==> src/design/software_timer_task_table_assert.svh <==
// assertion macros used by the timer table top level
`ifndef SOFTWARE_TIMER_TASK_TABLE_ASSERT_SVH
`define SOFTWARE_TIMER_TASK_TABLE_ASSERT_SVH

// same-cycle implication, checked on every rising clock edge outside reset
`define STT_ASSERT_NOW(lbl, ante, cons, msg) \
  lbl: assert property (@(posedge clk_i) disable iff (!rst_ni) (ante) |-> (cons)) \
    else $error(msg);

// next-cycle implication, checked on every rising clock edge outside reset
`define STT_ASSERT_NEXT(lbl, ante, cons, msg) \
  lbl: assert property (@(posedge clk_i) disable iff (!rst_ni) (ante) |=> (cons)) \
    else $error(msg);

`endif

==> src/design/stt_pkg.sv <==
// shared types, codes and constants of the software timer task table
package stt_pkg;

  // table depth default
  localparam int unsigned MaxTasksDefault = 8;

  // field widths
  localparam int unsigned IdW    = 8;
  localparam int unsigned DelayW = 16;
  localparam int unsigned CountW = 18;
  localparam int unsigned StatW  = 3;

  // saturation point of the tick counter
  localparam logic [CountW-1:0] CountMax = {CountW{1'b1}};

  // operation codes
  typedef enum logic [1:0] {
    OP_START    = 2'd0,
    OP_STOP     = 2'd1,
    OP_TICK     = 2'd2,
    OP_DISPATCH = 2'd3
  } stt_op_e;

  // status codes
  localparam logic [StatW-1:0] StOk       = 3'd0;
  localparam logic [StatW-1:0] StTimeout  = 3'd1;
  localparam logic [StatW-1:0] StEmpty    = 3'd2;
  localparam logic [StatW-1:0] StFull     = 3'd3;
  localparam logic [StatW-1:0] StNotFound = 3'd4;

  // one timer entry as held in the table
  typedef struct packed {
    logic [IdW-1:0]    id;
    logic [DelayW-1:0] delay;
    logic              periodic;
    logic [CountW-1:0] count;
  } stt_entry_t;

  // verdict of the shared evaluation unit on one entry
  typedef struct packed {
    logic [CountW-1:0] count_inc;
    logic              due;
    logic              late;
    logic              id_match;
  } stt_eval_t;

endpackage

==> src/design/stt_table.sv <==
// timer entry memory: one write port, two registered read ports
module stt_table #(
  parameter int unsigned MAX_TASKS = stt_pkg::MaxTasksDefault,
  localparam int unsigned IdxW = $clog2(MAX_TASKS)
) (
  input  logic                clk_i,
  input  logic                we_i,
  input  logic [IdxW-1:0]     waddr_i,
  input  stt_pkg::stt_entry_t wdata_i,
  input  logic [IdxW-1:0]     raddr_a_i,
  input  logic [IdxW-1:0]     raddr_b_i,
  output stt_pkg::stt_entry_t rdata_a_o,
  output stt_pkg::stt_entry_t rdata_b_o
);

  stt_pkg::stt_entry_t mem_q [MAX_TASKS];
  stt_pkg::stt_entry_t rdata_a_q;
  stt_pkg::stt_entry_t rdata_b_q;

  // write port
  always_ff @(posedge clk_i) begin
    if (we_i) begin
      mem_q[waddr_i] <= wdata_i;
    end
  end

  // registered read ports
  always_ff @(posedge clk_i) begin
    rdata_a_q <= mem_q[raddr_a_i];
    rdata_b_q <= mem_q[raddr_b_i];
  end

  assign rdata_a_o = rdata_a_q;
  assign rdata_b_o = rdata_b_q;

endmodule

==> src/design/stt_unit.sv <==
// shared evaluation unit: saturating increment, due and late compares, id match
module stt_unit (
  input  stt_pkg::stt_entry_t     entry_i,
  input  logic [stt_pkg::IdW-1:0] id_i,
  output stt_pkg::stt_eval_t      eval_o
);

  logic [stt_pkg::CountW-1:0] delay_ext;
  logic [stt_pkg::CountW-1:0] delay_dbl;

  // delay widened, and doubled by a shift
  assign delay_ext = {2'b00, entry_i.delay};
  assign delay_dbl = {1'b0, entry_i.delay, 1'b0};

  // counter step that holds at the top
  assign eval_o.count_inc = (entry_i.count == stt_pkg::CountMax) ? entry_i.count
                                                                 : entry_i.count + 1'b1;

  // firing and timeout tests
  assign eval_o.due  = (entry_i.count >= delay_ext);
  assign eval_o.late = (entry_i.count > delay_dbl);

  // stop lookup
  assign eval_o.id_match = (entry_i.id == id_i);

endmodule

==> src/design/software_timer_task_table.sv <==
// top level of the software timer task table: sequencer, ring pointers, result register
//
// channel   direction  handshake                  payload
// command   in         start high, busy low       operation_i task_id_i delay_ticks_i periodic_i
// result    out        result_valid_o, 1 cycle    fired_id_o fired_o status_o last_o
//
// start completes in the idle state; stop walks the ring until its first match, tick walks
// every entry, and dispatch with a pending tick walks every entry and then a flush step; each
// entry visited takes a read state, then an evaluate and write back state, on the table memory.
// each result appears in the cycle after the edge that produced it, for one cycle only.
// the receiver cannot stall; busy is high for the whole walk and no command is taken then.
// reset clears pointers, full and tick flags at once; table contents need no clearing pass.
`include "software_timer_task_table_assert.svh"

module software_timer_task_table #(
  parameter int unsigned MAX_TASKS = stt_pkg::MaxTasksDefault
) (
  input  logic                       clk_i,
  input  logic                       rst_ni,
  input  logic                       start,
  output logic                       busy,
  input  logic [1:0]                 operation_i,
  input  logic [stt_pkg::IdW-1:0]    task_id_i,
  input  logic [stt_pkg::DelayW-1:0] delay_ticks_i,
  input  logic                       periodic_i,
  output logic                       result_valid_o,
  output logic [stt_pkg::IdW-1:0]    fired_id_o,
  output logic                       fired_o,
  output logic [stt_pkg::StatW-1:0]  status_o,
  output logic                       last_o
);

  localparam int unsigned IdxW = $clog2(MAX_TASKS);
  localparam int unsigned CntW = $clog2(MAX_TASKS + 1);
  localparam logic [IdxW-1:0] LastIdx = IdxW'(MAX_TASKS - 1);

  typedef enum logic [3:0] {
    S_IDLE  = 4'b0001,
    S_READ  = 4'b0010,
    S_EXEC  = 4'b0100,
    S_FLUSH = 4'b1000
  } stt_state_e;

  function automatic logic [IdxW-1:0] idx_inc(input logic [IdxW-1:0] x);
    if (x == LastIdx) begin
      return '0;
    end else begin
      return x + 1'b1;
    end
  endfunction

  stt_state_e                 state_q, state_d;
  stt_pkg::stt_op_e           op_q, op_d;
  logic [IdxW-1:0]            head_q, head_d;
  logic [IdxW-1:0]            tail_q, tail_d;
  logic                       full_q, full_d;
  logic                       pend_q, pend_d;
  logic [IdxW-1:0]            slot_q, slot_d;
  logic [CntW-1:0]            rem_q, rem_d;
  logic [stt_pkg::IdW-1:0]    id_q, id_d;
  logic                       hold_valid_q, hold_valid_d;
  logic [stt_pkg::IdW-1:0]    hold_id_q, hold_id_d;
  logic [stt_pkg::StatW-1:0]  hold_status_q, hold_status_d;
  logic                       rv_q, rv_d;
  logic [stt_pkg::IdW-1:0]    fid_q, fid_d;
  logic                       fired_q, fired_d;
  logic [stt_pkg::StatW-1:0]  status_q, status_d;
  logic                       last_q, last_d;

  logic                       we_c;
  logic [IdxW-1:0]            waddr_c;
  stt_pkg::stt_entry_t        wdata_c;
  stt_pkg::stt_entry_t        rdata_a;
  stt_pkg::stt_entry_t        rdata_b;
  stt_pkg::stt_eval_t         eval;
  logic [CntW-1:0]            occ_c;
  logic                       last_step;

  // entry memory: port a follows the walk, port b always the tail
  stt_table #(
    .MAX_TASKS(MAX_TASKS)
  ) u_table (
    .clk_i    (clk_i),
    .we_i     (we_c),
    .waddr_i  (waddr_c),
    .wdata_i  (wdata_c),
    .raddr_a_i(slot_q),
    .raddr_b_i(tail_q),
    .rdata_a_o(rdata_a),
    .rdata_b_o(rdata_b)
  );

  // shared compare and increment unit
  stt_unit u_unit (
    .entry_i(rdata_a),
    .id_i   (id_q),
    .eval_o (eval)
  );

  // ring occupancy
  always_comb begin
    if (full_q) begin
      occ_c = CntW'(MAX_TASKS);
    end else if (head_q >= tail_q) begin
      occ_c = CntW'(head_q - tail_q);
    end else begin
      occ_c = CntW'(MAX_TASKS) - CntW'(tail_q) + CntW'(head_q);
    end
  end

  assign last_step = (rem_q == CntW'(1));
  assign busy      = (state_q != S_IDLE);

  // sequencer
  always_comb begin
    state_d       = state_q;
    op_d          = op_q;
    head_d        = head_q;
    tail_d        = tail_q;
    full_d        = full_q;
    pend_d        = pend_q;
    slot_d        = slot_q;
    rem_d         = rem_q;
    id_d          = id_q;
    hold_valid_d  = hold_valid_q;
    hold_id_d     = hold_id_q;
    hold_status_d = hold_status_q;
    rv_d          = 1'b0;
    fid_d         = '0;
    fired_d       = 1'b0;
    status_d      = stt_pkg::StOk;
    last_d        = 1'b0;
    we_c          = 1'b0;
    waddr_c       = slot_q;
    wdata_c       = rdata_a;

    case (state_q)
      S_IDLE: begin
        if (start) begin
          op_d   = stt_pkg::stt_op_e'(operation_i);
          slot_d = tail_q;
          rem_d  = occ_c;
          id_d   = task_id_i;
          case (stt_pkg::stt_op_e'(operation_i))
            stt_pkg::OP_START: begin
              rv_d   = 1'b1;
              last_d = 1'b1;
              if (full_q) begin
                status_d = stt_pkg::StFull;
              end else begin
                we_c             = 1'b1;
                waddr_c          = head_q;
                wdata_c.id       = task_id_i;
                wdata_c.delay    = delay_ticks_i;
                wdata_c.periodic = periodic_i;
                wdata_c.count    = '0;
                head_d           = idx_inc(head_q);
                if (idx_inc(head_q) == tail_q) begin
                  full_d = 1'b1;
                end
              end
            end
            stt_pkg::OP_STOP: begin
              if (occ_c == '0) begin
                rv_d     = 1'b1;
                last_d   = 1'b1;
                status_d = stt_pkg::StNotFound;
              end else begin
                state_d = S_READ;
              end
            end
            stt_pkg::OP_TICK: begin
              pend_d = 1'b1;
              if (occ_c == '0) begin
                rv_d   = 1'b1;
                last_d = 1'b1;
              end else begin
                state_d = S_READ;
              end
            end
            stt_pkg::OP_DISPATCH: begin
              hold_valid_d = 1'b0;
              if (!pend_q) begin
                rv_d   = 1'b1;
                last_d = 1'b1;
              end else if (occ_c == '0) begin
                pend_d   = 1'b0;
                rv_d     = 1'b1;
                last_d   = 1'b1;
                status_d = stt_pkg::StEmpty;
              end else begin
                state_d = S_READ;
              end
            end
            default: begin
              state_d = S_IDLE;
            end
          endcase
        end
      end

      S_READ: begin
        state_d = S_EXEC;
      end

      S_EXEC: begin
        rem_d   = rem_q - 1'b1;
        slot_d  = idx_inc(slot_q);
        state_d = last_step ? S_IDLE : S_READ;
        case (op_q)
          // bump the counter of this entry
          stt_pkg::OP_TICK: begin
            we_c          = 1'b1;
            wdata_c.count = eval.count_inc;
            if (last_step) begin
              rv_d   = 1'b1;
              last_d = 1'b1;
            end
          end
          // first match is replaced by the tail entry
          stt_pkg::OP_STOP: begin
            if (eval.id_match) begin
              we_c    = 1'b1;
              wdata_c = rdata_b;
              tail_d  = idx_inc(tail_q);
              full_d  = 1'b0;
              rv_d    = 1'b1;
              last_d  = 1'b1;
              state_d = S_IDLE;
            end else if (last_step) begin
              rv_d     = 1'b1;
              last_d   = 1'b1;
              status_d = stt_pkg::StNotFound;
            end
          end
          // fire due entries, holding one result back to mark the final one
          stt_pkg::OP_DISPATCH: begin
            state_d = last_step ? S_FLUSH : S_READ;
            if (eval.due) begin
              we_c = 1'b1;
              if (rdata_a.periodic) begin
                wdata_c.count = '0;
              end else begin
                wdata_c = rdata_b;
                tail_d  = idx_inc(tail_q);
                full_d  = 1'b0;
              end
              if (hold_valid_q) begin
                rv_d     = 1'b1;
                fid_d    = hold_id_q;
                fired_d  = 1'b1;
                status_d = hold_status_q;
              end
              hold_valid_d  = 1'b1;
              hold_id_d     = rdata_a.id;
              hold_status_d = eval.late ? stt_pkg::StTimeout : stt_pkg::StOk;
            end
          end
          default: begin
            state_d = S_IDLE;
          end
        endcase
      end

      S_FLUSH: begin
        pend_d  = 1'b0;
        rv_d    = 1'b1;
        last_d  = 1'b1;
        state_d = S_IDLE;
        if (hold_valid_q) begin
          fid_d        = hold_id_q;
          fired_d      = 1'b1;
          status_d     = hold_status_q;
          hold_valid_d = 1'b0;
        end
      end

      default: begin
        state_d = S_IDLE;
      end
    endcase
  end

  // control registers
  always_ff @(posedge clk_i or negedge rst_ni) begin
    if (!rst_ni) begin
      state_q      <= S_IDLE;
      head_q       <= '0;
      tail_q       <= '0;
      full_q       <= 1'b0;
      pend_q       <= 1'b0;
      hold_valid_q <= 1'b0;
      rv_q         <= 1'b0;
    end else begin
      state_q      <= state_d;
      head_q       <= head_d;
      tail_q       <= tail_d;
      full_q       <= full_d;
      pend_q       <= pend_d;
      hold_valid_q <= hold_valid_d;
      rv_q         <= rv_d;
    end
  end

  // walk and result payload registers
  always_ff @(posedge clk_i) begin
    op_q          <= op_d;
    slot_q        <= slot_d;
    rem_q         <= rem_d;
    id_q          <= id_d;
    hold_id_q     <= hold_id_d;
    hold_status_q <= hold_status_d;
    fid_q         <= fid_d;
    fired_q       <= fired_d;
    status_q      <= status_d;
    last_q        <= last_d;
  end

  assign result_valid_o = rv_q;
  assign fired_id_o     = fid_q;
  assign fired_o        = fired_q;
  assign status_o       = status_q;
  assign last_o         = last_q;

  // checks on the sequencer and ring
  `STT_ASSERT_NOW(a_full_ptrs, full_q, head_q == tail_q, "full ring with unequal pointers")
  `STT_ASSERT_NEXT(a_exec_once, state_q == S_EXEC, state_q != S_EXEC, "evaluate step repeated")
  `STT_ASSERT_NOW(a_read_left, state_q == S_READ, rem_q != '0, "walk read with no entry left")
  `STT_ASSERT_NOW(a_more_busy, result_valid_o && !last_o, busy, "non-final result while idle")

endmodule

==> config.mk <==
export PLATFORM = sky130hd
export DESIGN_NAME = software_timer_task_table
export DESIGN_NICKNAME = d
export VERILOG_FILES = /design/src/design/stt_pkg.sv /design/src/design/stt_table.sv /design/src/design/stt_unit.sv /design/src/design/software_timer_task_table.sv
export VERILOG_INCLUDE_DIRS = /design/src /design/src/design
export SDC_FILE = /design/constraint.sdc
export NUM_CORES = 1
export LEC_CHECK = 0
export BUFFER_PORTS_ARGS = -buffer_cell sky130_fd_sc_hd__buf_2
export CAP_MARGIN = 20
export CORE_MARGIN = 2
export CORE_UTILIZATION = 50
export DETAILED_ROUTE_END_ITERATION = 10
export HOLD_SLACK_MARGIN = 0.06
export PLACE_DENSITY = 0.66
export SYNTH_ARGS = -nofsm -noshare
export SYNTH_HDL_FRONTEND = slang
export SYNTH_SLANG_ARGS = --single-unit
==> constraint.sdc <==
create_clock -name clk_i -period 7 [get_ports clk_i]
set_input_delay 1.05 -clock clk_i [delete_from_list [all_inputs] [get_ports clk_i]]
set_output_delay 1.05 -clock clk_i [all_outputs]
set_load 0.01 [all_outputs]
==> reports/metrics.cfg <==
[detailed_routing]
drt_first_pass_iters = 5
drc = 0
routedWlPerCell_um = 25.0
wl_um = 50800
via_per_inst = 6.23
ant_nets = 0
drt_iter0_markers = 1465
via_count = 12700

[setup_path]
crit_path_start = state_q[0]$_DFFE_PN1P_
critPathLaunchType = flop
crit_fanout = 28
worstSetupPathType = flop to flop
r2r_start = state_q[0]$_DFFE_PN1P_
critPathArrivalTime_ns = 4.93
cp.required_ns = 7.24
end_kind = flop
setup.worst_path.end = u_table.mem_q[6][9]$_DFFE_PP_
r2r_slack_ns = 2.32
reg2reg_to = u_table.mem_q[6][9]$_DFFE_PP_
reg2reg_depth = 9

[placed_design]
hpwlAfterDp_um = 31300
portBuffers = 44
dp.cells = 1938
place.gp.congestion = 0.838

[logic_synthesis]
synth.avg_cell_area_sq_um = 16.0
synth_nets = 1449
synthMostInstantiatedCell = edfxtp_1
ys.flop_type = edfxtp_1
synth-async-reset-ratio = 0.0290
synth_seq_cells = 483
ys_warn_count = 0
seq_area_frac_synth = 0.615
netlist.area_leader.share = 0.508
synth_common_cells = edfxtp_1, mux4_2, nand2_1
syn_inst = 1364
synth_edf_count = 370
synth_area_sq_um = 21900
ys_top_cells_by_area = edfxtp_1, mux4_2, dfxtp_1
synth.distinct_cells = 73
yosysTopAreaCell = edfxtp_1

[clocking]
numCtsBuffers = 50
h-tree-depth = 2
cts_resized = 0
cts_hold_buf = 0
clockBufferDepth = 3
cts_root_buf = clkbuf_16
cts_tree = done
clkLatencyLatePin_ns = 0.58
clkTransAtPathRegs_ns = 0.06
cts.sinks = 483
cts_setup_buffers = 0

[power_and_ir_drop]
p_int_mw = 6.44
pwr-share-comb = 0.282
ir_drop_mv = 0.199
seqPwrFrac = 0.441
p_per_area_nw_per_um2 = 381
clock_power_share = 0.277
p_switching_mw = 2.86
finalPower_mw = 9.29
swShare = 0.307
p_leak_nw = 8.38

[global_route]
grt.total_usage = 0.230
grt_pass1_vias = 12900
grt-ovfl-total = 0
grt_pass1_wl_um = 77300
antenna_found_initial = 1
grt_max_degree = 81

[floorplan]
coreArea_sq_um = 43100
row_count = 76
fp.dieH_um = 213
die-area_sq_um = 45400
ios = 45
die_w_um = 213
start_util = 0.507

[sta]
drv_slew = 0
setup_viol = 0
finalHoldViolations = 0
fin_tns_setup_ns = 0
fin_crit_ns = 4.68
relSlewSlack = 0.248
worst_pin_slew_ns = 1.13
fin_worst_skew_ns = 0.0141
finalCritPeriodShare = 0.669
rsz0062_at_grt = no
clock.fmax_ghz = 0.214

[outcome]
status = finished, final reports clean

[finish]
drive_gt1_frac = 0.267
fin_util = 0.567
final_nets = 1491
instances_no_fill = 2032
antenna_cells_inserted = 0
fill_cells = 3372
area_growth_pct = 11.7

[hold_path]
hold_path.class = input port to async pin

[run]
maxCapViolCount = 0

[cells in the final DEF, fill, tap and decap left out, types with 4 or more instances in the layout]
| cell type | netlist | routed |
|---|---|---|
| nand2b_1 | 5 | 5 |
| nor3_1 | 24 | 24 |
| clkbuf_8 | 0 | 7 |
| a21oi_1 | 25 | 25 |
| nor2b_1 | 5 | 5 |
| a21o_1 | 9 | 9 |
| xnor2_1 | 5 | 5 |
| nand3_1 | 22 | 22 |
| o31ai_1 | 4 | 4 |
| nand4_1 | 9 | 9 |
| xor2_1 | 10 | 10 |
| buf_4 | 0 | 21 |
| nor2_4 | 1 | 10 |
| a31oi_1 | 12 | 12 |
| clkbuf_16 | 0 | 53 |
| buf_2 | 7 | 46 |
| dfxtp_1 | 99 | 99 |
| and3_1 | 17 | 17 |
| mux4_2 | 172 | 172 |
| and2_1 | 9 | 9 |
| a221o_1 | 33 | 33 |
| dfrtp_1 | 13 | 10 |
| a311oi_1 | 4 | 4 |
| a211oi_1 | 5 | 5 |
| ha_1 | 53 | 53 |
| nand2_1 | 162 | 162 |
| nor4_1 | 6 | 6 |
| edfxtp_1 | 370 | 370 |
| nor2_1 | 26 | 17 |
| clkinv_2 | 0 | 6 |
| clkbuf_1 | 42 | 22 |
| inv_1 | 38 | 38 |
| o21ai_0 | 28 | 28 |
| or3_1 | 4 | 4 |
| nor4b_1 | 5 | 4 |
| mux2_2 | 44 | 44 |
[metrics by stage]
step / setup WS, ns / cell area [sq um] / hold WS [ns]
3_5_place_dp: 2.19 / 22800 / 0.432
2_1_floorplan: 2.25 / 21900 / 0.420
3_3_place_gp: 2.36 / 22700 / 0.424
6_report: 2.32 / 24400 / 0.369
4_1_cts: 2.21 / 24400 / 0.349
5_1_grt: 1.97 / 24400 / 0.376
[sequential cells by signal, summed over array words and instances (netlist names), 2 cells and up]
signal,flops
id_q,8
u_table.rdata_b_o,43
u_table.rdata_a_o,43
tail_q,3
head_q,3
fired_id_o,8
op_q,2
state_q,4
rem_q,4
status_o,3
u_table.mem_q,344
slot_q,3
hold_id_q,8
[power groups by stage]
stage	combinational [mW]	sequential [mW]	clock, mW
3_3_place_gp	2.56	4.14	0
6_report	2.62	4.10	2.58
5_1_grt	2.88	4.13	2.72
3_5_place_dp	2.62	4.15	0
2_1_floorplan	2.01	3.97	0
4_1_cts	2.63	4.09	2.62
[worst min-delay path by stage]
stage | start | endpoint | cells after the start
final | rst_ni | tail_q[0]$_DFFE_PN0P_ | 1
after global routing | rst_ni | head_q[1]$_DFFE_PN0P_ | 1
after CTS | rst_ni | tail_q[1]$_DFFE_PN0P_ | 1
after detailed placement | hold_id_q[6]$_DFFE_PP_ | fired_id_o[6]$_DFF_P_ | 1
after global placement | hold_id_q[3]$_DFFE_PP_ | fired_id_o[3]$_DFF_P_ | 1
after floorplan | hold_id_q[0]$_DFFE_PP_ | fired_id_o[0]$_DFF_P_ | 1
[worst max-delay path, stage by stage, from the launching register on]
cell and delay [ns]:
dfstp_2 0.56, nor4b_1 0.52, nand2_1 0.26, inv_1 0.48, nand2_1 0.23, nor2_4 0.62, nand2_1 0.11, o31a_1 0.26
nor2_4 0.83, buf_4 0.47
[final cells by class]
class	instances	area (sq um)	share of cell area
timing repair buffer	71	483	0.0198
clock buffer	82	1510	0.0616
sequential	483	13500	0.551
multi-input combinational	761	8020	0.328
inverter	39	146	0.00600
clock inverter	11	83.8	0.00343
tap	585	732	0.0300
[kinds of logic (layout without fill, tap and decap cells)]
family,Yosys count,count (layout),share of synthesized area
flops,483,483,0.615
simple gates,312,312,0.0675
mux,219,219,0.201
compound gates,160,160,0.0564
buf+inv,120,203,0.0217
fa+ha+maj,55,55,0.0322
xor+xnor,15,15,0.00601
[routing by layer]
metal  up-vias  track usage  part of all wire  routed length [um]
li1       5558            -                 -                   -
met1      6531        0.322              0.42               21600
met2       471        0.381              0.48               24700
met3        91       0.0354             0.065                3320
met4         0       0.0586             0.026                1310
met5         -            0                 0                   0
Power figures use the tool's default switching activity.
